--- src/rtl/peer_learning_table_with_aging_assert.svh ---
// Assertion helpers for the peer table; the including module supplies clk and rst_n.
`ifndef PEER_LEARNING_TABLE_WITH_AGING_ASSERT_SVH
`define PEER_LEARNING_TABLE_WITH_AGING_ASSERT_SVH

// Check the consequent in the same cycle as the antecedent.
`define PLTA_ASSERT_SAME(lbl, ante, cons, msg) \
    lbl: assert property (@(posedge clk) disable iff (!rst_n) (ante) |-> (cons)) \
        else $error(msg);

// Check the consequent in the cycle after the antecedent.
`define PLTA_ASSERT_NEXT(lbl, ante, cons, msg) \
    lbl: assert property (@(posedge clk) disable iff (!rst_n) (ante) |=> (cons)) \
        else $error(msg);

`endif

--- src/rtl/plta_pkg.sv ---
package plta_pkg;

    localparam int ADDR_W    = 32;
    localparam int TIME_W    = 32;
    localparam int TIMEOUT_W = 16;
    localparam int STATUS_W  = 2;
    localparam int SLOT_W    = 4;
    localparam int COUNT_W   = 5;

    localparam logic [TIMEOUT_W-1:0] TIMEOUT_RESET = 16'd30;

    localparam logic CMD_LEARN = 1'b0;
    localparam logic CMD_SWEEP = 1'b1;

    typedef enum logic [STATUS_W-1:0] {
        STAT_REFRESH = 2'd0,
        STAT_INSERT  = 2'd1,
        STAT_FULL    = 2'd2,
        STAT_SWEEP   = 2'd3
    } status_t;

    typedef enum logic [1:0] {
        S_IDLE,
        S_SCAN,
        S_FINISH
    } seq_state_t;

    // Result of one pass through the shared compare unit
    typedef struct packed {
        logic match;
        logic stale;
    } cmp_res_t;

endpackage

--- src/rtl/peer_learning_table_with_aging.sv ---
// Peer learning table with aging.
// Input channel (in_valid/in_ready) carries one command beat: cmd 0 learns or
// refreshes peer_key with peer_addr, peer_name and now_seconds; cmd 1 sweeps
// out every entry older than stale_timeout seconds at now_seconds.
// Output channel (out_valid/out_ready) returns one beat per command: status,
// slot, removed_count and occupancy after the command.
// The user must write stale_timeout through cfg_wr_en/cfg_wr_data only while
// idle; the block itself does not enforce this. A command walks every entry
// through one shared compare unit, one entry per cycle, reading the entry store
// on its single read port. in_ready stays low from the input beat until the
// walk is done and the result is registered, so no new command is taken while
// one is still in the table.
// The result sits in an output register; a new command is accepted while it
// waits. If the receiver stalls, the next command finishes its walk and holds
// in its last step until the output register frees up.
// Reset clears all valid bits and the occupancy count and loads the timeout
// with 30; the entry store itself is not cleared and needs no clearing pass.
`include "peer_learning_table_with_aging_assert.svh"

module peer_learning_table_with_aging
    import plta_pkg::*;
#(
    parameter int ENTRIES   = 16,
    parameter int KEY_BITS  = 64,
    parameter int NAME_BITS = 64
) (
    input  logic                 clk,
    input  logic                 rst_n,
    input  logic                 cfg_wr_en,
    input  logic [TIMEOUT_W-1:0] cfg_wr_data,
    input  logic                 in_valid,
    output logic                 in_ready,
    input  logic                 cmd,
    input  logic [63:0]          peer_key,
    input  logic [ADDR_W-1:0]    peer_addr,
    input  logic [63:0]          peer_name,
    input  logic [TIME_W-1:0]    now_seconds,
    output logic                 out_valid,
    input  logic                 out_ready,
    output logic [STATUS_W-1:0]  status,
    output logic [SLOT_W-1:0]    slot,
    output logic [COUNT_W-1:0]   removed_count,
    output logic [COUNT_W-1:0]   occupancy
);

    localparam int IW     = $clog2(ENTRIES);
    localparam int CW     = $clog2(ENTRIES + 1);
    localparam int WORD_W = TIME_W + KEY_BITS + ADDR_W + NAME_BITS;
    localparam logic [IW-1:0] LAST_IDX = IW'(ENTRIES - 1);

    // Configuration
    logic [TIMEOUT_W-1:0] timeout_reg;

    // Sequencer and item registers
    seq_state_t           state_reg, state_next;
    logic                 cmd_reg;
    logic [KEY_BITS-1:0]  key_reg;
    logic [ADDR_W-1:0]    addr_reg;
    logic [NAME_BITS-1:0] name_reg;
    logic [TIME_W-1:0]    now_reg;
    logic [IW-1:0]        iss_idx_reg, iss_idx_next;
    logic                 chk_vld_reg;
    logic [IW-1:0]        chk_idx_reg;

    // Scan results
    logic                 hit_found_reg, hit_found_next;
    logic [IW-1:0]        hit_idx_reg, hit_idx_next;
    logic                 free_found_reg, free_found_next;
    logic [IW-1:0]        free_idx_reg, free_idx_next;
    logic [CW-1:0]        removed_reg, removed_next;

    // Table state
    logic [ENTRIES-1:0]   valid_reg, valid_next;
    logic [CW-1:0]        count_reg, count_next;

    // Output register
    logic                 out_valid_reg;
    logic [STATUS_W-1:0]  status_reg, status_next;
    logic [SLOT_W-1:0]    slot_reg, slot_next;
    logic [COUNT_W-1:0]   removed_out_reg;
    logic [COUNT_W-1:0]   occ_out_reg;

    // Control
    logic                 accept;
    logic                 scan_en;
    logic                 fin_go;
    logic                 ram_we;
    logic [IW-1:0]        tgt_idx;
    logic [WORD_W-1:0]    ram_wdata;
    logic [WORD_W-1:0]    ram_rdata;
    logic [TIME_W-1:0]    ent_seen;
    logic [KEY_BITS-1:0]  ent_key;
    cmp_res_t             cmp_res;

    assign accept = in_valid && in_ready;

    // Hold the timeout register
    always_ff @(posedge clk or negedge rst_n)
    begin
        if (!rst_n)
        begin
            timeout_reg <= TIMEOUT_RESET;
        end
        else if (cfg_wr_en)
        begin
            timeout_reg <= cfg_wr_data;
        end
    end

    // Next state
    always_comb
    begin
        state_next = state_reg;
        unique case (state_reg)
            S_IDLE:
            begin
                if (accept)
                begin
                    state_next = S_SCAN;
                end
            end
            S_SCAN:
            begin
                if (iss_idx_reg == LAST_IDX)
                begin
                    state_next = S_FINISH;
                end
            end
            S_FINISH:
            begin
                if (fin_go)
                begin
                    state_next = S_IDLE;
                end
            end
            default:
            begin
                state_next = S_IDLE;
            end
        endcase
    end

    // Sequencer outputs
    always_comb
    begin
        in_ready = 1'b0;
        scan_en  = 1'b0;
        fin_go   = 1'b0;
        unique case (state_reg)
            S_IDLE:   in_ready = 1'b1;
            S_SCAN:   scan_en  = 1'b1;
            S_FINISH: fin_go   = !chk_vld_reg && (!out_valid_reg || out_ready);
            default:  in_ready = 1'b0;
        endcase
    end

    always_ff @(posedge clk or negedge rst_n)
    begin
        if (!rst_n)
        begin
            state_reg <= S_IDLE;
        end
        else
        begin
            state_reg <= state_next;
        end
    end

    // Latch the item
    always_ff @(posedge clk)
    begin
        if (accept)
        begin
            cmd_reg  <= cmd;
            key_reg  <= peer_key[KEY_BITS-1:0];
            addr_reg <= peer_addr;
            name_reg <= peer_name[NAME_BITS-1:0];
            now_reg  <= now_seconds;
        end
    end

    // Entry store: {seen stamp, key, addr, name}
    assign ram_wdata = {now_reg, key_reg, addr_reg, name_reg};
    assign ent_seen  = ram_rdata[WORD_W-1 -: TIME_W];
    assign ent_key   = ram_rdata[WORD_W-TIME_W-1 -: KEY_BITS];
    assign tgt_idx   = hit_found_reg ? hit_idx_reg : free_idx_reg;
    assign ram_we    = fin_go && (cmd_reg == CMD_LEARN) && (hit_found_reg || free_found_reg);

    plta_ram #(
        .WIDTH (WORD_W),
        .DEPTH (ENTRIES)
    ) u_store (
        .clk   (clk),
        .we    (ram_we),
        .waddr (tgt_idx),
        .wdata (ram_wdata),
        .raddr (iss_idx_reg),
        .rdata (ram_rdata)
    );

    plta_cmp #(
        .KEY_BITS (KEY_BITS)
    ) u_cmp (
        .item_key  (key_reg),
        .entry_key (ent_key),
        .now       (now_reg),
        .seen      (ent_seen),
        .timeout   (timeout_reg),
        .res       (cmp_res)
    );

    // Advance the scan and fold in one checked entry per cycle
    always_comb
    begin
        iss_idx_next    = iss_idx_reg;
        hit_found_next  = hit_found_reg;
        hit_idx_next    = hit_idx_reg;
        free_found_next = free_found_reg;
        free_idx_next   = free_idx_reg;
        removed_next    = removed_reg;
        valid_next      = valid_reg;
        count_next      = count_reg;

        if (accept)
        begin
            iss_idx_next    = '0;
            hit_found_next  = 1'b0;
            hit_idx_next    = '0;
            free_found_next = 1'b0;
            free_idx_next   = '0;
            removed_next    = '0;
        end
        else if (scan_en)
        begin
            iss_idx_next = iss_idx_reg + 1'b1;
        end

        if (chk_vld_reg)
        begin
            if (cmd_reg == CMD_LEARN)
            begin
                if (valid_reg[chk_idx_reg])
                begin
                    if (cmp_res.match && !hit_found_reg)
                    begin
                        hit_found_next = 1'b1;
                        hit_idx_next   = chk_idx_reg;
                    end
                end
                else if (!free_found_reg)
                begin
                    free_found_next = 1'b1;
                    free_idx_next   = chk_idx_reg;
                end
            end
            else if (valid_reg[chk_idx_reg] && cmp_res.stale)
            begin
                valid_next[chk_idx_reg] = 1'b0;
                removed_next            = removed_reg + 1'b1;
                count_next              = count_reg - 1'b1;
            end
        end

        // Insert into the free slot
        if (ram_we && !hit_found_reg)
        begin
            valid_next[free_idx_reg] = 1'b1;
            count_next               = count_reg + 1'b1;
        end
    end

    always_ff @(posedge clk or negedge rst_n)
    begin
        if (!rst_n)
        begin
            valid_reg      <= '0;
            count_reg      <= '0;
            chk_vld_reg    <= 1'b0;
            hit_found_reg  <= 1'b0;
            free_found_reg <= 1'b0;
            iss_idx_reg    <= '0;
        end
        else
        begin
            valid_reg      <= valid_next;
            count_reg      <= count_next;
            chk_vld_reg    <= scan_en;
            hit_found_reg  <= hit_found_next;
            free_found_reg <= free_found_next;
            iss_idx_reg    <= iss_idx_next;
        end
    end

    always_ff @(posedge clk)
    begin
        chk_idx_reg  <= iss_idx_reg;
        hit_idx_reg  <= hit_idx_next;
        free_idx_reg <= free_idx_next;
        removed_reg  <= removed_next;
    end

    // Build the result beat
    always_comb
    begin
        status_next = STAT_FULL;
        slot_next   = '0;
        if (cmd_reg == CMD_SWEEP)
        begin
            status_next = STAT_SWEEP;
        end
        else if (hit_found_reg)
        begin
            status_next = STAT_REFRESH;
            slot_next   = SLOT_W'(hit_idx_reg);
        end
        else if (free_found_reg)
        begin
            status_next = STAT_INSERT;
            slot_next   = SLOT_W'(free_idx_reg);
        end
    end

    // Hold the result until the receiver takes it
    always_ff @(posedge clk or negedge rst_n)
    begin
        if (!rst_n)
        begin
            out_valid_reg <= 1'b0;
        end
        else if (fin_go)
        begin
            out_valid_reg <= 1'b1;
        end
        else if (out_ready)
        begin
            out_valid_reg <= 1'b0;
        end
    end

    always_ff @(posedge clk)
    begin
        if (fin_go)
        begin
            status_reg      <= status_next;
            slot_reg        <= slot_next;
            removed_out_reg <= COUNT_W'(removed_reg);
            occ_out_reg     <= COUNT_W'(count_next);
        end
    end

    assign out_valid     = out_valid_reg;
    assign status        = status_reg;
    assign slot          = slot_reg;
    assign removed_count = removed_out_reg;
    assign occupancy     = occ_out_reg;

    `PLTA_ASSERT_SAME(a_count_matches_valid, 1'b1, count_reg == CW'($countones(valid_reg)), "occupancy count disagrees with valid bits")
    `PLTA_ASSERT_NEXT(a_accept_starts_scan, accept, state_reg == S_SCAN, "accepted beat did not start a scan")
    `PLTA_ASSERT_NEXT(a_learn_leaves_valid, ram_we, valid_reg[$past(tgt_idx)], "learned slot is not valid")
    `PLTA_ASSERT_SAME(a_idle_no_check, state_reg == S_IDLE, !chk_vld_reg, "compare stage busy while idle")

endmodule

--- src/rtl/plta_ram.sv ---
module plta_ram #(
    parameter int WIDTH = 8,
    parameter int DEPTH = 16
) (
    input  logic                     clk,
    input  logic                     we,
    input  logic [$clog2(DEPTH)-1:0] waddr,
    input  logic [WIDTH-1:0]         wdata,
    input  logic [$clog2(DEPTH)-1:0] raddr,
    output logic [WIDTH-1:0]         rdata
);

    logic [WIDTH-1:0] mem [DEPTH];

    // Write one word, read one word with registered data
    always_ff @(posedge clk)
    begin
        if (we)
        begin
            mem[waddr] <= wdata;
        end
        rdata <= mem[raddr];
    end

endmodule

--- src/rtl/plta_cmp.sv ---
module plta_cmp
    import plta_pkg::*;
#(
    parameter int KEY_BITS = 64
) (
    input  logic [KEY_BITS-1:0]  item_key,
    input  logic [KEY_BITS-1:0]  entry_key,
    input  logic [TIME_W-1:0]    now,
    input  logic [TIME_W-1:0]    seen,
    input  logic [TIMEOUT_W-1:0] timeout,
    output cmp_res_t             res
);

    logic [TIME_W-1:0] age;

    // Clamp age at zero when time runs backward, then test against the timeout
    always_comb
    begin
        age       = (now >= seen) ? (now - seen) : '0;
        res.match = (item_key == entry_key);
        res.stale = (age > TIME_W'(timeout));
    end

endmodule

--- config.mk ---
export PLATFORM = sky130hd
export DESIGN_NAME = peer_learning_table_with_aging
export DESIGN_NICKNAME = d
export VERILOG_FILES = /design/src/rtl/plta_pkg.sv /design/src/rtl/peer_learning_table_with_aging.sv /design/src/rtl/plta_ram.sv /design/src/rtl/plta_cmp.sv
export VERILOG_INCLUDE_DIRS = /design/src /design/src/rtl
export SDC_FILE = /design/constraint.sdc
export NUM_CORES = 2
export LEC_CHECK = 0
export BUFFER_PORTS_ARGS = -buffer_cell sky130_fd_sc_hd__clkbuf_2
export CAP_MARGIN = 20
export CORE_MARGIN = 1.5
export CORE_UTILIZATION = 42
export CTS_CLUSTER_SIZE = 16
export DETAILED_ROUTE_END_ITERATION = 8
export SLEW_MARGIN = 20
export SYNTH_ARGS = -nofsm -noshare
export SYNTH_HDL_FRONTEND = slang
export SYNTH_SLANG_ARGS = --single-unit
--- constraint.sdc ---
create_clock -name clk -period 19.59 [get_ports clk]
set_clock_uncertainty 0.2 [all_clocks]
set_input_delay 0.9795 -clock clk [delete_from_list [all_inputs] [get_ports clk]]
set_output_delay 0.9795 -clock clk [all_outputs]
set_load 0.05 [all_outputs]
==> flow_summary.json <==
{
  "max-cap-violations": 0,
  "holdWs_ns": 0.1290,
  "groute.layer.met2.usage": 0.3320,
  "starting_density": 0.4239,
  "clk_pin_slew_worst_paths_ns": 0.07,
  "antenna_violations_before_repair": 2,
  "postSynthRegisterBits": 1809,
  "largest_register_ffs": 1536,
  "antenna_cells_inserted": 0,
  "final_min_period_over_clock_period": 0.3911,
  "grt_use_total": 0.2006,
  "port_buffers": 135,
  "vias_in_the_first_global_route": 36380,
  "post_synth_main_area_contributors": "edfxtp_1 (71%), mux4_2 (6.3%), mux2i_1 (4.2%)",
  "worstMarginPinSlew_ns": 1.075,
  "power_density_nw_per_um2": 136.6,
  "synthCells": 3888,
  "last_weighted_congestion_value_of_the_routability_driven_placer": 0.8617,
  "cts_tree": "done",
  "synth.yosys.warnings": 0,
  "setup.worst_path.start": "now_reg[0]",
  "synth_cell_type_count": 73,
  "netlist.top_cell.by_area": "edfxtp_1",
  "drt-initial-drc-count": 3532,
  "post_synth_most_frequent_cells": "edfxtp_1 (1,649), mux2i_1 (293), o21ai_0 (252), mux4_2 (197), nand2_1 (173)",
  "gr-usage-met1": 0.2787,
  "floorplan.core_area_um2": 165200,
  "timing.critical_path.to_type": "flip-flop",
  "synth-main-ff-cell": "edfxtp_1",
  "flow.area_growth_from_synthesis_pct": 13.33,
  "timing.hold.worst.class": "primary input to async pin",
  "grt_setup_unrepaired": "no",
  "globalRoute.busiestLayer": "met2",
  "max-clock-path-buffers": 3,
  "worst_skew_pair_later_pin_latency_ns": 0.79,
  "sum_neg_setup_slack_ns": 0,
  "timing.critical_path.fanout_max": 33,
  "vias_per_cell": 5.694,
  "routed_wire_length_per_instance_um": 26.76,
  "proportion_of_layout_cells_with_a_drive_suffix_above_1": 0.1880,
  "syn_area_um2": 70030,
  "remaining_global_route_overflow": 0,
  "die-area_um2": 169200,
  "layout_min_cycle_time_ns": 7.662,
  "cts-hold-fix-buffers": 0,
  "fmax_mhz": 130.5,
  "placementRows": 149,
  "placed_cells_incl_taps": 6076,
  "die_y_um": 411.3,
  "routed-via-count": 36470,
  "tritonroute_pass_1_iters": 7,
  "synth-edff-count": 1649,
  "clock_h_tree_levels": 4,
  "antenna_violating_nets_post_route": 0,
  "detailed_place_hpwl_mm": 86.44,
  "timing.slew.headroom": 0.2834,
  "cts_buffers": 180,
  "ir_drop_mv": 0.1386,
  "routed_wirelength_mm": 171.4,
  "timing.final.max_slew_violations": 0,
  "post_route_cell_area_um2": 79360,
  "total_i_o_pin_count": 232,
  "synth.top_cell.area_share": 0.7071,
  "number_of_nets_in_the_layout": 4336,
  "worst_r2r_startpoint": "now_reg[0]",
  "finalNonFillerCells": 6406,
  "met3_resource_use_gr": 0.02944,
  "clock_sinks": 1809,
  "start_kind": "flip-flop",
  "report.final.hold_viol_count": 0,
  "remaining_drcs": 7,
  "cp_data_arrival_time_ns": 7.98,
  "fp.dieW_um": 411.3,
  "grt_pass1_wl_mm": 248.4,
  "postCtsSetupRepairBufs": 0,
  "synth_async_sr_flop_share": 0.02598,
  "clock_tree.root_cell": "clkbuf_16",
  "post-route-util": 0.4804,
  "status": "finished, violations left",
  "static-leakage-power_nw": 26.48,
  "cell_with_the_most_instances_after_synthesis": "edfxtp_1",
  "worstPathRequired_ns": 19.91,
  "synth.yosys.seq_area_share": 0.7563,
  "post_cts.resized_instances": 0,
  "dpl-instance-area_um2": 73410,
  "setup.worst_path.class": "flip-flop to flip-flop",
  "timing.final.setup_violations": 0,
  "mappedNetlistNets": 4155,
  "syn_avg_cell_area_um2": 18.01,
  "grt_start_max_net_pins": 145,
  "failed_checks": "design-rule violations"
}
==> final timing paths <==
| path | cells past startpoint | slack (ns) | to |
|---|---|---|---|
| min reg2reg | 1 | 0.28 | count_reg[4] |
| min in group clk | 1 | 0.17 | now_reg[20] |
| min | 2 | 0.13 | timeout_reg[12] |
| max | 26 | 11.93 | occupancy[1] |
| max in group asynchronous | 2 | 18.53 | iss_idx_reg[3] |
| max reg2reg | 26 | 11.93 | occupancy[1] |
==> worst max-delay path, stage by stage, from the launching register on <==
cell and delay [ns]:
edfxtp_1 0.61, inv_1 0.18, ha_1 0.19, inv_1 0.06, fa_1 0.40, a21o_1 0.21, a221oi_2 0.34, o221ai_1 0.31
a2111o_1 0.47, a21oi_1 0.23, o21a_1 0.16, o311ai_0 0.11, a21oi_1 0.17, buf_4 0.24, nor3_1 0.10, ha_1 0.31
a21oi_1 0.13, o21ai_0 0.11, a221oi_1 0.31, a21oi_1 0.14, a2111oi_2 0.30, nand4_1 0.12, or4_1 0.55, nor4_1 0.33
a221o_2 0.65, nor3_1 0.10, a311o_1 0.31
==> cells by family (layout without fill, tap and decap cells) <==
family,Yosys count,in the layout,share of synthesized area
mux,589,589,0.1212
buf+inv,287,616,0.01567
flops,1809,1809,0.7563
fa+ha+maj,53,53,0.009577
compound gates,721,721,0.06561
simple gates,365,365,0.02367
xor+xnor,64,64,0.008005
==> placed cells by master (no fill, tap or decap), types with 11 or more instances in the layout <==
master,Yosys,final
edfxtp_1,1649,1649
mux2i_1,293,293
o21ai_0,252,252
mux4_2,197,197
clkbuf_16,0,182
nand2_1,173,172
a21oi_1,143,143
clkbuf_2,0,135
dfxtp_1,113,113
a221oi_1,98,98
mux2_2,98,98
a22oi_1,96,96
inv_1,96,95
ha_1,52,52
buf_4,0,46
nor2_1,59,43
clkbuf_1,138,42
xor2_1,41,41
dfrtp_1,43,39
nand4_1,28,28
nand3_1,27,27
clkinv_2,0,27
xnor2_1,23,23
clkinv_1,0,23
bufinv_16,0,20
nor3_1,19,19
clkbuf_8,0,19
nor2_4,0,16
a21o_1,15,15
o21ai_1,14,14
nand2b_1,12,12
nor4_1,14,11
o31ai_1,11,11
==> through the flow <==
step / total power (W) / setup WS (ns)
final: 0.01084 / 11.93
after global routing: 0.01133 / 11.44
after CTS: 0.01093 / 11.89
after detailed placement: 0.007460 / 11.93
after global placement: 0.007451 / 11.93
after floorplan: 0.006657 / 13.04
==> power breakdown <==
group	total, W	internal [W]	switching, W
Combinational	0.00267	0.00113	0.00155
Clock	0.00347	0.00204	0.00143
Sequential	0.00470	0.00444	0.000253
Total	0.0108	0.00761	0.00323
==> routing by layer <==
layer  share of wire  up-vias
li1                -    16030
met3           0.051      229
met2            0.49     1053
met4           0.020        0
met1            0.44    19160
met5               0        -
==> final cells by class <==
type	count	area, um^2
fill	13770	85820
sequential	1809	52980
multi-input combinational	1792	16130
clock buffer	243	4974
tap	2189	2739
timing repair buffer	190	1201
clock inverter	87	970.9
inverter	96	365.4
Note: power is estimated with default switching activity, not from simulation.
